[src/sv/ddo_pkg.sv]
// ----------------------------------------------------------------------------
// Odometry package
// Constants, shared types and helper functions of the odometry block.
// ----------------------------------------------------------------------------
package ddo_pkg;

	localparam int CORDIC_STEPS_DEF = 24;

	localparam logic [19:0] RADIUS_RST = 20'd60000;
	localparam logic [21:0] BASE_RST   = 22'd350000;
	localparam logic [9:0]  RED_RST    = 10'd100;
	localparam logic [15:0] CPR_RST    = 16'd44;

	localparam logic [1:0] REG_RADIUS = 2'd0;
	localparam logic [1:0] REG_BASE   = 2'd1;
	localparam logic [1:0] REG_RED    = 2'd2;
	localparam logic [1:0] REG_CPR    = 2'd3;

	localparam logic signed [35:0] PI_Q28      = 36'sd843314857;
	localparam logic signed [35:0] TWO_PI_Q28  = 36'sd1686629714;
	localparam logic signed [35:0] HALF_PI_Q30 = 36'sd1686629713;
	localparam logic [31:0] TWO_PI_Q24 = 32'd105414357;
	localparam logic [31:0] KINV_Q24   = 32'd10188012;
	localparam logic [31:0] MEGA       = 32'd1000000;

	typedef struct packed {
		logic        start;
		logic        is_div;
		logic [63:0] a;
		logic [63:0] b;
	} unit_req_t;

	typedef struct packed {
		logic        done;
		logic [63:0] res;
	} unit_rsp_t;

	function automatic logic signed [35:0] wrap_q28(input logic signed [35:0] v);
		logic signed [35:0] r;
		r = v + PI_Q28;
		if (r < 0) r = r + TWO_PI_Q28;
		if (r < 0) r = r + TWO_PI_Q28;
		if (r >= TWO_PI_Q28) r = r - TWO_PI_Q28;
		if (r >= TWO_PI_Q28) r = r - TWO_PI_Q28;
		return r - PI_Q28;
	endfunction

	function automatic logic [29:0] atan_q30(input logic [4:0] i);
		logic [29:0] v;
		case (i)
			5'd0:  v = 30'd843314856;
			5'd1:  v = 30'd497837829;
			5'd2:  v = 30'd263043836;
			5'd3:  v = 30'd133525158;
			5'd4:  v = 30'd67021686;
			5'd5:  v = 30'd33543515;
			5'd6:  v = 30'd16775850;
			5'd7:  v = 30'd8388437;
			5'd8:  v = 30'd4194282;
			5'd9:  v = 30'd2097149;
			5'd10: v = 30'd1048575;
			5'd11: v = 30'd524287;
			5'd12: v = 30'd262143;
			5'd13: v = 30'd131071;
			5'd14: v = 30'd65535;
			5'd15: v = 30'd32767;
			5'd16: v = 30'd16383;
			5'd17: v = 30'd8191;
			5'd18: v = 30'd4095;
			5'd19: v = 30'd2047;
			5'd20: v = 30'd1023;
			5'd21: v = 30'd511;
			5'd22: v = 30'd255;
			5'd23: v = 30'd127;
			5'd24: v = 30'd63;
			5'd25: v = 30'd31;
			5'd26: v = 30'd15;
			5'd27: v = 30'd7;
			5'd28: v = 30'd3;
			5'd29: v = 30'd1;
			default: v = 30'd0;
		endcase
		return v;
	endfunction

endpackage

[src/sv/ddo_ifs.sv]
// ----------------------------------------------------------------------------
// Odometry channels
// Valid/ready channels for encoder count beats and pose beats.
// ----------------------------------------------------------------------------
interface ddo_counts_if;
	logic               valid;
	logic               ready;
	logic signed [15:0] left_count_delta;
	logic signed [15:0] right_count_delta;
	logic [23:0]        elapsed_us;

	modport source (output valid, left_count_delta, right_count_delta, elapsed_us,
		input ready);
	modport sink (input valid, left_count_delta, right_count_delta, elapsed_us,
		output ready);
endinterface

interface ddo_pose_if;
	logic               valid;
	logic               ready;
	logic signed [47:0] pos_x_um;
	logic signed [47:0] pos_y_um;
	logic signed [30:0] heading_q28;
	logic signed [31:0] linear_velocity_ums;
	logic signed [31:0] angular_velocity_q16;
	logic               moving_and_turning;

	modport source (output valid, pos_x_um, pos_y_um, heading_q28, linear_velocity_ums,
		angular_velocity_q16, moving_and_turning, input ready);
	modport sink (input valid, pos_x_um, pos_y_um, heading_q28, linear_velocity_ums,
		angular_velocity_q16, moving_and_turning, output ready);
endinterface

[src/sv/ddo_unit.sv]
// ----------------------------------------------------------------------------
// Odometry arithmetic unit
// Shared shift-add multiplier and restoring divider, one bit per cycle.
// ----------------------------------------------------------------------------
module ddo_unit
	import ddo_pkg::*;
(
	input  logic      clk,
	input  logic      arst_n,
	input  unit_req_t req,
	output unit_rsp_t rsp
);

	localparam logic [6:0] MUL_STEPS = 7'd32;
	localparam logic [6:0] DIV_STEPS = 7'd64;

	logic        busy_q;
	logic        done_q;
	logic        div_q;
	logic [6:0]  cnt_q;
	logic [63:0] a_q;
	logic [63:0] b_q;
	logic [63:0] acc_q;
	logic [64:0] rem_q;
	logic [64:0] rem_sh;
	logic        ge;

	assign rem_sh = {rem_q[63:0], a_q[63]};
	assign ge     = rem_sh >= {1'b0, b_q};

	always_ff @(posedge clk or negedge arst_n) begin
		if (!arst_n) begin
			busy_q <= 1'b0;
			done_q <= 1'b0;
			cnt_q  <= '0;
		end else if (req.start) begin
			busy_q <= 1'b1;
			done_q <= 1'b0;
			cnt_q  <= req.is_div ? DIV_STEPS : MUL_STEPS;
		end else if (busy_q) begin
			cnt_q <= cnt_q - 7'd1;
			if (cnt_q == 7'd1) begin
				busy_q <= 1'b0;
				done_q <= 1'b1;
			end
		end else begin
			done_q <= 1'b0;
		end
	end

	always_ff @(posedge clk) begin
		if (req.start) begin
			div_q <= req.is_div;
			a_q   <= req.a;
			b_q   <= req.b;
			acc_q <= '0;
			rem_q <= '0;
		end else if (busy_q) begin
			if (div_q) begin
				rem_q <= ge ? rem_sh - {1'b0, b_q} : rem_sh;
				a_q   <= {a_q[62:0], ge};
			end else begin
				if (b_q[0]) acc_q <= acc_q + a_q;
				a_q <= {a_q[62:0], 1'b0};
				b_q <= {1'b0, b_q[63:1]};
			end
		end
	end

	assign rsp.done = done_q;
	assign rsp.res  = div_q ? a_q : acc_q;

endmodule

[src/sv/differential_drive_odometry_top.sv]
// An accepted count beat yields one pose beat after eight multiplies and five
// divides on the one shared shift-add/shift-subtract unit, then one CORDIC
// iteration per cycle, with sequencing states around them. The input is not
// ready while an item is in work or its pose waits behind an untaken pose beat.
// Configuration writes take effect at once and must only be made while the
// block is idle.
// ----------------------------------------------------------------------------
// Differential-drive odometry
// Wheel travel, heading and pose integration with velocity estimates.
// ----------------------------------------------------------------------------
module differential_drive_odometry_top
	import ddo_pkg::*;
#(
	parameter int CORDIC_STEPS = CORDIC_STEPS_DEF
) (
	input  logic        clk,
	input  logic        arst_n,
	input  logic        cfg_we,
	input  logic [1:0]  cfg_index,
	input  logic [21:0] cfg_data,
	ddo_counts_if.sink  counts,
	ddo_pose_if.source  pose
);

	localparam int IW = $clog2(CORDIC_STEPS);
	localparam logic [IW-1:0] LAST_STEP = IW'(CORDIC_STEPS - 1);

	typedef enum logic [6:0] {
		S_IDLE  = 7'b0000001,
		S_ISSUE = 7'b0000010,
		S_WAIT  = 7'b0000100,
		S_HEAD  = 7'b0001000,
		S_CINIT = 7'b0010000,
		S_CORD  = 7'b0100000,
		S_DONE  = 7'b1000000
	} state_t;

	typedef enum logic [3:0] {
		OP_DPROD, OP_LMUL1, OP_LMUL2, OP_LDIV, OP_RMUL1, OP_RMUL2, OP_RDIV,
		OP_HDIV, OP_XPROD, OP_LPROD, OP_LINDIV, OP_APROD, OP_ANGDIV
	} op_t;

	state_t state_q;
	op_t    op_q;

	logic [19:0] radius_q;
	logic [21:0] base_q;
	logic [9:0]  red_q;
	logic [15:0] cpr_q;

	logic signed [15:0] lc_q;
	logic signed [15:0] rc_q;
	logic [23:0]        el_q;
	logic [25:0]        dd_q;
	logic [63:0]        tmp_q;
	logic signed [39:0] dl_q;
	logic signed [39:0] dr_q;
	logic signed [31:0] dth_q;
	logic signed [31:0] lin_q;
	logic signed [31:0] ang_q;
	logic signed [30:0] head_q;
	logic signed [51:0] x0_q;
	logic signed [51:0] cx_q;
	logic signed [51:0] cy_q;
	logic signed [35:0] cz_q;
	logic [IW-1:0]      i_q;
	logic [47:0]        x_acc_q;
	logic [47:0]        y_acc_q;

	logic               out_valid_q;
	logic signed [30:0] hdg_out_q;
	logic signed [31:0] lin_out_q;
	logic signed [31:0] ang_out_q;
	logic               mt_out_q;

	unit_req_t req;
	unit_rsp_t rsp;

	logic [9:0]         red1;
	logic [15:0]        cpr1;
	logic [21:0]        bw1;
	logic [15:0]        mag_l;
	logic [15:0]        mag_r;
	logic signed [40:0] s_w;
	logic signed [40:0] diff_w;
	logic [40:0]        smag;
	logic [40:0]        dmag;
	logic [31:0]        dthmag;
	logic [63:0]        opa;
	logic [63:0]        opb;
	logic               op_div;
	logic [39:0]        trav_new;
	logic [30:0]        hmag;
	logic [63:0]        ps;
	logic signed [35:0] zw;
	logic signed [35:0] z0;
	logic signed [51:0] xs;
	logic signed [51:0] ys;
	logic signed [35:0] at;
	logic signed [51:0] dx;
	logic signed [51:0] dy;
	logic               load_out;

	function automatic logic signed [31:0] sat_mag(input logic [63:0] q, input logic neg);
		if (neg) begin
			if (q > 64'h8000_0000) return 32'sh8000_0000;
			return $signed(-q[31:0]);
		end
		if (q > 64'h7FFF_FFFF) return 32'sh7FFF_FFFF;
		return $signed(q[31:0]);
	endfunction

	ddo_unit u_unit (
		.clk    (clk),
		.arst_n (arst_n),
		.req    (req),
		.rsp    (rsp)
	);

	assign red1   = (red_q == '0) ? 10'd1 : red_q;
	assign cpr1   = (cpr_q == '0) ? 16'd1 : cpr_q;
	assign bw1    = (base_q == '0) ? 22'd1 : base_q;
	assign mag_l  = lc_q[15] ? 16'(-lc_q) : 16'(lc_q);
	assign mag_r  = rc_q[15] ? 16'(-rc_q) : 16'(rc_q);
	assign s_w    = 41'(dl_q) + 41'(dr_q);
	assign diff_w = 41'(dr_q) - 41'(dl_q);
	assign smag   = s_w[40] ? 41'(-s_w) : 41'(s_w);
	assign dmag   = diff_w[40] ? 41'(-diff_w) : 41'(diff_w);
	assign dthmag = dth_q[31] ? 32'(-dth_q) : 32'(dth_q);

	always_comb begin
		opa    = '0;
		opb    = '0;
		op_div = 1'b0;
		unique case (op_q) inside
			OP_DPROD: begin
				opa = 64'(red1);
				opb = 64'(cpr1);
			end
			OP_LMUL1: begin
				opa = 64'(radius_q);
				opb = 64'(mag_l);
			end
			OP_RMUL1: begin
				opa = 64'(radius_q);
				opb = 64'(mag_r);
			end
			OP_LMUL2, OP_RMUL2: begin
				opa = tmp_q;
				opb = 64'(TWO_PI_Q24);
			end
			OP_LDIV, OP_RDIV: begin
				op_div = 1'b1;
				opa    = tmp_q + (64'(dd_q) << 23);
				opb    = 64'(dd_q) << 24;
			end
			OP_HDIV: begin
				op_div = 1'b1;
				opa    = (64'(dmag) << 28) + 64'(bw1 >> 1);
				opb    = 64'(bw1);
			end
			OP_XPROD: begin
				opa = 64'(smag);
				opb = 64'(KINV_Q24);
			end
			OP_LPROD: begin
				opa = 64'(smag);
				opb = 64'(MEGA);
			end
			OP_LINDIV: begin
				op_div = 1'b1;
				opa    = tmp_q + 64'(el_q);
				opb    = 64'(el_q) << 1;
			end
			OP_APROD: begin
				opa = 64'(dthmag);
				opb = 64'(MEGA);
			end
			OP_ANGDIV: begin
				op_div = 1'b1;
				opa    = tmp_q + (64'(el_q) << 11);
				opb    = 64'(el_q) << 12;
			end
			default: ;
		endcase
	end

	assign req.start  = (state_q == S_ISSUE);
	assign req.is_div = op_div;
	assign req.a      = opa;
	assign req.b      = opb;

	assign trav_new = rsp.res[39:0];
	assign hmag = ((64'(dmag) >= (64'(bw1) << 3)) || (rsp.res > 64'h7FFF_FFFF))
		? 31'h7FFF_FFFF : rsp.res[30:0];
	assign ps = s_w[40] ? -rsp.res : rsp.res;

	assign zw = wrap_q28(36'(dth_q) + 36'(head_q));
	assign z0 = zw <<< 2;

	assign xs = cx_q >>> i_q;
	assign ys = cy_q >>> i_q;
	assign at = $signed({6'd0, atan_q30(5'(i_q))});
	assign dx = (cx_q + 52'sd256) >>> 9;
	assign dy = (cy_q + 52'sd256) >>> 9;

	assign load_out = (state_q == S_DONE) && (!out_valid_q || pose.ready);

	always_ff @(posedge clk or negedge arst_n) begin
		if (!arst_n) begin
			radius_q <= RADIUS_RST;
			base_q   <= BASE_RST;
			red_q    <= RED_RST;
			cpr_q    <= CPR_RST;
		end else if (cfg_we) begin
			unique case (cfg_index)
				REG_RADIUS: radius_q <= cfg_data[19:0];
				REG_BASE:   base_q   <= cfg_data;
				REG_RED:    red_q    <= cfg_data[9:0];
				REG_CPR:    cpr_q    <= cfg_data[15:0];
				default: ;
			endcase
		end
	end

	always_ff @(posedge clk or negedge arst_n) begin
		if (!arst_n) begin
			state_q     <= S_IDLE;
			op_q        <= OP_DPROD;
			head_q      <= '0;
			x_acc_q     <= '0;
			y_acc_q     <= '0;
			out_valid_q <= 1'b0;
		end else begin
			if (pose.ready && !load_out) out_valid_q <= 1'b0;
			unique case (state_q)
				S_IDLE: begin
					if (counts.valid) begin
						op_q    <= OP_DPROD;
						state_q <= S_ISSUE;
					end
				end
				S_ISSUE: state_q <= S_WAIT;
				S_WAIT: begin
					if (rsp.done) begin
						if (op_q == OP_ANGDIV) begin
							state_q <= S_HEAD;
						end else begin
							op_q    <= op_t'(op_q + 4'd1);
							state_q <= S_ISSUE;
						end
					end
				end
				S_HEAD: begin
					head_q  <= 31'(wrap_q28(36'(head_q) + 36'(dth_q)));
					state_q <= S_CINIT;
				end
				S_CINIT: state_q <= S_CORD;
				S_CORD: begin
					if (i_q == LAST_STEP) state_q <= S_DONE;
				end
				S_DONE: begin
					if (load_out) begin
						out_valid_q <= 1'b1;
						if (s_w != '0) begin
							x_acc_q <= x_acc_q + dx[47:0];
							y_acc_q <= y_acc_q + dy[47:0];
						end
						state_q <= S_IDLE;
					end
				end
				default: state_q <= S_IDLE;
			endcase
		end
	end

	always_ff @(posedge clk) begin
		if (state_q == S_IDLE && counts.valid) begin
			lc_q <= counts.left_count_delta;
			rc_q <= counts.right_count_delta;
			el_q <= counts.elapsed_us;
		end
		if (state_q == S_WAIT && rsp.done) begin
			case (op_q) inside
				OP_DPROD: dd_q <= rsp.res[25:0];
				OP_LMUL1, OP_LMUL2, OP_RMUL1, OP_RMUL2, OP_LPROD, OP_APROD:
					tmp_q <= rsp.res;
				OP_LDIV: dl_q <= lc_q[15] ? -$signed(trav_new) : $signed(trav_new);
				OP_RDIV: dr_q <= rc_q[15] ? -$signed(trav_new) : $signed(trav_new);
				OP_HDIV: dth_q <= diff_w[40] ? -$signed({1'b0, hmag}) : $signed({1'b0, hmag});
				OP_XPROD: x0_q <= 52'($signed(ps) >>> 16);
				OP_LINDIV: lin_q <= (el_q == '0) ? 32'sd0 : sat_mag(rsp.res, s_w[40]);
				OP_ANGDIV: ang_q <= (el_q == '0) ? 32'sd0 : sat_mag(rsp.res, dth_q[31]);
				default: ;
			endcase
		end
		if (state_q == S_CINIT) begin
			i_q <= '0;
			if (z0 > HALF_PI_Q30) begin
				cx_q <= '0;
				cy_q <= x0_q;
				cz_q <= z0 - HALF_PI_Q30;
			end else if (z0 < -HALF_PI_Q30) begin
				cx_q <= '0;
				cy_q <= -x0_q;
				cz_q <= z0 + HALF_PI_Q30;
			end else begin
				cx_q <= x0_q;
				cy_q <= '0;
				cz_q <= z0;
			end
		end
		if (state_q == S_CORD) begin
			i_q <= i_q + 1'b1;
			if (cz_q >= 0) begin
				cx_q <= cx_q - ys;
				cy_q <= cy_q + xs;
				cz_q <= cz_q - at;
			end else begin
				cx_q <= cx_q + ys;
				cy_q <= cy_q - xs;
				cz_q <= cz_q + at;
			end
		end
		if (load_out) begin
			hdg_out_q <= head_q;
			lin_out_q <= lin_q;
			ang_out_q <= ang_q;
			mt_out_q  <= (s_w != '0) && (dth_q != '0);
		end
	end

	assign counts.ready              = (state_q == S_IDLE);
	assign pose.valid                = out_valid_q;
	assign pose.pos_x_um             = $signed(x_acc_q);
	assign pose.pos_y_um             = $signed(y_acc_q);
	assign pose.heading_q28          = hdg_out_q;
	assign pose.linear_velocity_ums  = lin_out_q;
	assign pose.angular_velocity_q16 = ang_out_q;
	assign pose.moving_and_turning   = mt_out_q;

endmodule

[src/flat_wrapper.sv]
// flat-port wrapper written by rule: the top's interface ports become plain ports
module differential_drive_odometry_top_flat import ddo_pkg::*;
#(
	parameter int CORDIC_STEPS = CORDIC_STEPS_DEF
)
  (clk, arst_n, cfg_we, cfg_index, cfg_data, counts_valid, counts_left_count_delta, counts_right_count_delta, counts_elapsed_us, counts_ready, pose_valid, pose_pos_x_um, pose_pos_y_um, pose_heading_q28, pose_linear_velocity_ums, pose_angular_velocity_q16, pose_moving_and_turning, pose_ready);
  ddo_counts_if counts_i ();
  ddo_pose_if pose_i ();
  input  logic clk;
  input  logic arst_n;
  input  logic cfg_we;
  input  logic [1:0] cfg_index;
  input  logic [21:0] cfg_data;
  input wire logic [$bits(counts_i.valid)-1:0] counts_valid;
  input wire logic [$bits(counts_i.left_count_delta)-1:0] counts_left_count_delta;
  input wire logic [$bits(counts_i.right_count_delta)-1:0] counts_right_count_delta;
  input wire logic [$bits(counts_i.elapsed_us)-1:0] counts_elapsed_us;
  output wire logic [$bits(counts_i.ready)-1:0] counts_ready;
  output wire logic [$bits(pose_i.valid)-1:0] pose_valid;
  output wire logic [$bits(pose_i.pos_x_um)-1:0] pose_pos_x_um;
  output wire logic [$bits(pose_i.pos_y_um)-1:0] pose_pos_y_um;
  output wire logic [$bits(pose_i.heading_q28)-1:0] pose_heading_q28;
  output wire logic [$bits(pose_i.linear_velocity_ums)-1:0] pose_linear_velocity_ums;
  output wire logic [$bits(pose_i.angular_velocity_q16)-1:0] pose_angular_velocity_q16;
  output wire logic [$bits(pose_i.moving_and_turning)-1:0] pose_moving_and_turning;
  input wire logic [$bits(pose_i.ready)-1:0] pose_ready;
  assign counts_i.valid = counts_valid;
  assign counts_i.left_count_delta = counts_left_count_delta;
  assign counts_i.right_count_delta = counts_right_count_delta;
  assign counts_i.elapsed_us = counts_elapsed_us;
  assign counts_ready = counts_i.ready;
  assign pose_valid = pose_i.valid;
  assign pose_pos_x_um = pose_i.pos_x_um;
  assign pose_pos_y_um = pose_i.pos_y_um;
  assign pose_heading_q28 = pose_i.heading_q28;
  assign pose_linear_velocity_ums = pose_i.linear_velocity_ums;
  assign pose_angular_velocity_q16 = pose_i.angular_velocity_q16;
  assign pose_moving_and_turning = pose_i.moving_and_turning;
  assign pose_i.ready = pose_ready;
  differential_drive_odometry_top #(.CORDIC_STEPS(CORDIC_STEPS)) u_core (.clk(clk), .arst_n(arst_n), .cfg_we(cfg_we), .cfg_index(cfg_index), .cfg_data(cfg_data), .counts(counts_i), .pose(pose_i));
endmodule
[config.mk]
export PLATFORM = sky130hd
export DESIGN_NAME = differential_drive_odometry_top_flat
export DESIGN_NICKNAME = d
export VERILOG_FILES = /design/src/sv/ddo_pkg.sv /design/src/sv/ddo_ifs.sv /design/src/sv/ddo_unit.sv /design/src/sv/differential_drive_odometry_top.sv /design/src/flat_wrapper.sv
export SDC_FILE = /design/constraint.sdc
export NUM_CORES = 2
export LEC_CHECK = 0
export ABC_AREA = 1
export BUFFER_PORTS_ARGS = -buffer_cell sky130_fd_sc_hd__buf_4
export CAP_MARGIN = 20
export CORE_MARGIN = 2
export CORE_UTILIZATION = 50
export CTS_BUF_LIST = sky130_fd_sc_hd__clkbuf_4
export DETAILED_ROUTE_END_ITERATION = 7
export PLACE_DENSITY = 0.66
export SYNTH_ARGS = -nofsm -noshare
export SYNTH_HDL_FRONTEND = slang
export SYNTH_SLANG_ARGS = --single-unit
export TNS_END_PERCENT = 100
[constraint.sdc]
create_clock -name clk -period 20.4 [get_ports clk]
set_input_delay 1.02 -clock clk [delete_from_list [all_inputs] [get_ports clk]]
set_output_delay 1.02 -clock clk [all_outputs]
set_load 0.005 [all_outputs]
[After elaboration in Yosys (flattened, before gate mapping)]
Memory sizes are Yosys's and may differ from the RTL's. A register that Yosys moved wholly into a read port is not among the register bits.
Cells that the tools add are included.
Cells by class
  add/sub/neg operators: 44
  multiply operators: 0
  divide/modulo/power cells: 0
  $lt $le $gt $ge: 14
  equality and inequality tests: 31
  shift-type cells: 2
  muxes and demuxes: 145
  bitwise logic cells: 8
  reduce and logical (&&, ||, !) cells: 45
Operators with widths (count)
  64-bit case mux with 9 select lines: 1
  52-bit 2-to-1 mux: 10
  64-bit 2-to-1 mux: 8
  50-bit case mux with 10 select lines: 1
  36-bit 2-to-1 mux: 13
  32-bit 2-to-1 mux: 12
  36-bit by 32-bit adder with 36-bit output, second input constant: 4
  36-bit by 32-bit greater-or-equal comparator with 1-bit output, second input constant: 4
  31-bit 2-to-1 mux: 4
  36-bit by 1-bit less-than comparator with 1-bit output, second input constant: 3
  36-bit by 32-bit subtractor with 36-bit output, second input constant: 3
  52-bit by 10-bit adder with 52-bit output, second input constant: 2
  52-bit adder: 2
  52-bit by 5-bit >>> shifter with 52-bit output: 2
  52-bit subtractor: 2
  48-bit adder: 2
  41-bit 2-to-1 mux: 2
  41-bit negation: 2
  40-bit 2-to-1 mux: 2
  1-bit 2-to-1 mux: 70
  65-bit by 64-bit greater-or-equal comparator with 1-bit output: 1
  64-bit by 21-bit adder with 64-bit output: 1
  64-bit by 24-bit adder with 64-bit output: 1
  64-bit by 35-bit adder with 64-bit output: 1
  78 further kinds: 136
Word-level totals
  register bits: 1084
  latch bits: 0
  RAM bits: 0
  memory bits (read-only): 960
  bits of input ports: 85
  output and inout port bits: 194
  word-level logic and storage cells: 328
  memories: 1
Memories
  (no name shown): depth 32, bits a word 30, read ports 1, clocked after Yosys merged registers in 1, wr ports 0, RTL line ddo_pkg.sv:50  | case (i)

[Longest topological paths before layout]
  word-level depth: 22
  gate-level depth with buffers: 86
  gate-level depth less buffers: 83

[Hierarchy]
A second synthesis with hierarchy kept.
Second synthesis, totals
  cells, all modules: 16064
  area, all modules: 105872.8 µm²
By module, submodules not included
  differential_drive_odometry_top: instances 1, cells each 12281, area each 83047.1 µm², sequential area each 24156.9 µm²
  ddo_unit: instances 1, cells each 3783, area each 22825.6 µm², sequential area each 6661.4 µm²

[Least setup slack after synthesis]
Ideal clock, no wire load.
  kind: register to register
  start: register u_core.dl_q[0]
  end: register u_core.dth_q[28] (data pin)
  library setup time: 0.265 ns
  arrival: 8.802 ns
  data required time: 20.135 ns
  slack: 11.333 ns
  stages on the path, launching flop included: 68
  buffers on the path: 4
  clock period less this slack: 9.067 ns
  cells stage by stage: edfxtp_1 ha_1 fa_1 inv_1 a21oi_1 o21bai_1 a21oi_1 o21ai_0 nand2_1 nand2_1 a21oi_1 o21ai_0 a21oi_1 inv_1 a21oi_1 inv_1 a21oi_1 inv_1 [32 not listed] nor3_1 nand2_1 nor4_1 o2111ai_1 nor4b_1 nand2_1 clkbuf_1 buf_1 nor2_1 ha_1 nand4_1 inv_1 nand2_1 nor2_1 nand4_1 o21ai_0 o21ai_0 xor2_1
On the way
  longest elaborated chain between the ends: 8
RTL lines
  start: declaration: RTL line differential_drive_odometry_top.sv:56  | logic signed [39:0] dl_q;
  start signal: assignment: RTL line differential_drive_odometry_top.sv:288  | OP_LDIV: dl_q <= lc_q[15] ? -$signed(trav_new) : $signed(trav_new);
  40-bit by 40-bit subtractor with 41-bit output (*): RTL line differential_drive_odometry_top.sv:126  | assign diff_w = 41'(dr_q) - 41'(dl_q);
  41-bit negation: RTL line differential_drive_odometry_top.sv:128  | assign dmag = diff_w[40] ? 41'(-diff_w) : 41'(diff_w);
  41-bit 2-to-1 mux: RTL line differential_drive_odometry_top.sv:128
  41-bit by 25-bit greater-or-equal comparator with 1-bit output: RTL line differential_drive_odometry_top.sv:194  | assign hmag = ((64'(dmag) >= (64'(bw1) << 3)) || (rsp.res > 64'h7FFF_FFFF))
  1-bit logical OR: RTL line differential_drive_odometry_top.sv:194
  31-bit 2-to-1 mux: RTL line differential_drive_odometry_top.sv:195  | ? 31'h7FFF_FFFF : rsp.res[30:0];
  31-bit negation with 32-bit output: RTL line differential_drive_odometry_top.sv:290  | OP_HDIV: dth_q <= diff_w[40] ? -$signed({1'b0, hmag}) : $signed({1'b0, hmag});
  31-bit 2-to-1 mux (*): RTL line differential_drive_odometry_top.sv:290
  end signal: assignment: RTL line differential_drive_odometry_top.sv:290
  end: declaration: RTL line differential_drive_odometry_top.sv:58  | logic signed [31:0] dth_q;
Every way passes the cells marked *; elsewhere a longest branch is shown, timed or not.
A chain may end at the register's enable or synchronous reset.

[Final worst setup path]
  start: register u_core.dth_q[0]
  end: register u_core.cx_q[9] (data pin)
On the way
  longest elaborated chain between the ends: 16
  elaborated cells between the ends (all ways): 21
  those cells by class: add/sub: 7; order compare: 6; mux: 8
RTL lines
  32-bit by 31-bit adder with 33-bit output (*): RTL line differential_drive_odometry_top.sv:198  | assign zw = wrap_q28(36'(dth_q) + 36'(head_q));
  36-bit by 31-bit adder with 36-bit output (*): RTL line ddo_pkg.sv:40  | r = v + PI_Q28;
  36-bit by 32-bit adder with 36-bit output / 36-bit by 1-bit less-than comparator with 1-bit output (equally long branches): RTL line ddo_pkg.sv:41  | if (r < 0) r = r + TWO_PI_Q28;
  36-bit 2-to-1 mux (*): RTL line ddo_pkg.sv:41
  36-bit by 32-bit adder with 36-bit output / 36-bit by 1-bit less-than comparator with 1-bit output (equally long branches): RTL line ddo_pkg.sv:42  | if (r < 0) r = r + TWO_PI_Q28;
  36-bit 2-to-1 mux (*): RTL line ddo_pkg.sv:42
  36-bit by 32-bit subtractor with 36-bit output / 36-bit by 32-bit greater-or-equal comparator with 1-bit output (equally long branches): RTL line ddo_pkg.sv:43  | if (r >= TWO_PI_Q28) r = r - TWO_PI_Q28;
  36-bit 2-to-1 mux (*): RTL line ddo_pkg.sv:43
  34-bit by 32-bit subtractor with 34-bit output / 36-bit by 32-bit greater-or-equal comparator with 1-bit output (equally long branches): RTL line ddo_pkg.sv:44  | if (r >= TWO_PI_Q28) r = r - TWO_PI_Q28;
  34-bit 2-to-1 mux (*): RTL line ddo_pkg.sv:44
  34-bit by 31-bit subtractor with 34-bit output (*): RTL line ddo_pkg.sv:45  | return r - PI_Q28;
  36-bit by 32-bit less-than comparator with 1-bit output: RTL line differential_drive_odometry_top.sv:303  | end else if (z0 < -HALF_PI_Q30) begin
  52-bit 2-to-1 mux: RTL line differential_drive_odometry_top.sv:303
  52-bit 2-to-1 mux (*): RTL line differential_drive_odometry_top.sv:299  | if (z0 > HALF_PI_Q30) begin
  52-bit 2-to-1 mux (*): RTL line differential_drive_odometry_top.sv:297  | if (state_q == S_CINIT) begin
  52-bit 2-to-1 mux (*): RTL line differential_drive_odometry_top.sv:313  | if (state_q == S_CORD) begin
  end signal: assignment: RTL line differential_drive_odometry_top.sv:308  | cx_q <= x0_q;
  end signal: assignment: RTL line differential_drive_odometry_top.sv:316  | cx_q <= cx_q - ys;
  end signal: assignment: RTL line differential_drive_odometry_top.sv:320  | cx_q <= cx_q + ys;
  end: declaration: RTL line differential_drive_odometry_top.sv:63  | logic signed [51:0] cx_q;
Every way passes the cells marked *; elsewhere a longest branch is shown, timed or not. The select of a mux whose other input is x is not followed.

==> flow_summary.ini <==
[route]
top_layer_used = met5
drt_iter0_markers = 10500
wl_per_cell_microns = 19.9
postRouteAntennaNets = 0
wl_met2_mm = 153
viasPerCell = 5.64
route.met3.wl_mm = 30.2
wl_mm = 353
drc = 0
vias = 99800
first_pass_iters = 6
drt-met1-wl_mm = 148

[pwr]
power_leakage_nw = 50.7
pwr_density_cell_nw_per_um2 = 83.9
ir_drop_v = 0.000104
total_power_mw = 9.13

[finish]
fillers = 19700
layout_commonest_cell = nand2_1
fin_util_pct = 55.1
areaGrowthSynthToFinish_pct = 9.50
finalNetCount = 15500
drive_above_1_share_pct = 8.65
final_area_sq_um = 109000
finalNonFillerCells = 17700
final_cell_mix = nand2_1, inv_1, o21ai_0, nor2_1, a21oi_1

[critical_path]
end_kind = register
reg2reg_slack_ns = 7.37
rr_worst_depth = 63
required_ns = 21.50
cp.arrival_ns = 14.13
slowest_stage = a21oi_4
worstReg2RegStart = u_core.dth_q[0]
crit_type = reg -> reg
rr_endpoint = u_core.cx_q[9]
crit_top_cell = nand2_1
critPathMaxFanout = 60
worst_setup_path_start_kind = register
slowest_delay_ns = 0.72

[cts]
worstSkewPairLatency_ns = 1.43
cts_tree = done
clockBufferDepth = 4
cts_made_buffers = 332
h-tree-depth = 5
cts.sinks = 1100
clkSlewWorstSetupHoldPaths_ns = 0.08
ctsRootBufferMaster = clkbuf_4

[die]
fp.dieW_microns = 450
core_area_sq_um = 197000
ios = 279
die_h_microns = 450
initial_core_util_pct = 50.3
rows = 163
die_area_sq_um = 202000

[sta]
worst_slack_ns = 7.37
grt_setup_unrepaired = no
final.period_utilization_pct = 63.9
setup_viol = 0
fmax_mhz = 76.7
slew_headroom_pct = 19.1
tightest_slew_ns = 1.20
clock_skew_ns = 0.191
fin_hold_ws_ns = 0.155
maxSlewViolCount = 0
hold_viol_final = 0
period_minus_slack_ns = 13.03
totalNegativeSetupSlack_ns = 0

[placed_design]
post-place-cells = 17000
globalplace.congestion = 1.03
dpl.hpwl_mm = 274
io_buffers = 278
place_area_sq_um = 104000
dp_slack_ns = 7.62

[yosys]
yosysWarnings = 0
synthFlopType = edfxtp_1
syn_nets = 15200
synth-async-reset-ratio_pct = 19.6
synth.distinct_cells = 87
netlist_instances = 14500
ys_seq_area_share_pct = 30.6
netlist_area_sq_um = 99400
ys_seq_elements = 1100
synth_edf_count = 726
synth_area_per_cell_sq_um = 6.86

[grt]
grt-ovfl-total = 0
grt_first_pass_wirelength_mm = 536
first_global_vias = 91600
grt_usage_pct = 33.7
antenna_found_initial = 10
grt_max_degree = 104

[hold_path]
worstHoldStart = pose_ready
hold_depth = 4
hold_path_end = u_core.pose.valid
hold_class = in -> reg

[outcome]
outcome = complete, no violations

[run]
cap_violations = 0
[cell usage after synthesis, types with 33 or more instances]
cell,number,share of area (%)
dfrtp_1,193,4.9
o22ai_1,39,0.25
mux2i_1,129,1.3
o21bai_1,87,0.66
o211ai_1,75,0.57
clkbuf_1,350,1.3
or2_2,70,0.44
a21oi_1,952,4.8
nand2_2,85,0.54
nand3b_1,35,0.26
o31ai_1,63,0.48
nor2_2,38,0.24
edfxtp_1,726,22
o21ai_0,1540,7.8
a31oi_1,84,0.53
inv_2,68,0.26
nand2_1,3497,13
o21ai_1,68,0.34
o221ai_1,43,0.38
xor2_1,507,4.5
a211oi_1,33,0.25
nor4_1,82,0.52
ha_1,588,7.4
nor3_1,249,1.3
buf_1,47,0.18
nand3_1,693,3.5
dfxtp_1,158,3.2
nand4_1,172,1.1
nor2_1,1313,5.0
xnor2_1,206,1.8
inv_1,1861,7.0
[layout make-up]
class,instances,area [sq um],area share (%)
multi-input cells,11000,59700,54.9
inverters,1959,7370,6.78
clock buffers,480,3600,3.31
diodes,15,37.5,0.0345
well taps,2640,3300,3.04
repair buffers,466,3780,3.47
flip-flops and latches,1100,30400,27.9
clock inverters,97,548,0.504
[power breakdown]
group          switching [mW]  internal [mW]  leakage [nW]  total [mW]
Clock                    1.05           1.15          2.49        2.21
Combinational            2.52           1.29          37.4        3.81
Sequential              0.258           2.85          10.8        3.11
Total                    3.83           5.30          50.7        9.13
[timing repair]
action                                  CTS  global route
resized for setup                         0             0
endpoints found under the hold margin   207             0
buffers inserted                          0             0
hold buffers                             80             0
endpoints found under the setup margin    0             0
[worst max-delay path, delay by kind of cell, from the launching register on]
kind,cells,cell delay (ns)
AOI/OAI and AO/OA,3,0.98
and+or+nand+nor,50,8.71
adders and majority gates,2,0.63
buffers and inverters,8,1.99
DFF,1,0.38
[state kept, by name (all words and copies together), names as in the netlist, 36 cells and up]
| signal | count |
|---|---|
| u_core.dr_q | 40 |
| u_core.u_unit.acc_q | 64 |
| u_core.u_unit.a_q | 64 |
| u_core.cz_q | 36 |
| u_core.cx_q | 52 |
| u_core.cy_q | 52 |
| u_core.pose.pos_x_um | 48 |
| u_core.dl_q | 40 |
| u_core.u_unit.rem_q | 64 |
| u_core.pose.pos_y_um | 48 |
| u_core.tmp_q | 64 |
| u_core.u_unit.b_q | 50 |
| u_core.x0_q | 48 |
[kinds of logic after synthesis]
family          count (synthesis)  share of synthesized area (%)
compound gates               3179                           17.7
xor+xnor                      723                           6.45
buf+inv                      2419                           9.44
mux                           129                           1.30
flops                        1100                           30.6
fa+ha+maj                     601                           7.67
simple gates                 6322                           26.8
[worst max path at each step]
stage | start | end | slack (ns) | depth (start not counted)
after global placement | u_core.head_q[0] | u_core.cx_q[46] | 7.86 | 63
after CTS | u_core.head_q[0] | u_core.cx_q[7] | 7.53 | 63
final | u_core.dth_q[0] | u_core.cx_q[9] | 7.37 | 63
after floorplan | u_core.dl_q[0] | u_core.dth_q[28] | 11.33 | 67
after global routing | u_core.head_q[0] | u_core.cx_q[18] | 5.99 | 63
after detailed placement | u_core.head_q[0] | u_core.cx_q[39] | 7.62 | 65
[per-layer routing]
metal  up-vias  track usage (%)
met1     45500             44.4
met2      4235             52.1
met4         8             18.5
met5         -                0
li1      49200                -
met3       915             6.21
(Power assumes the default switching activity.)
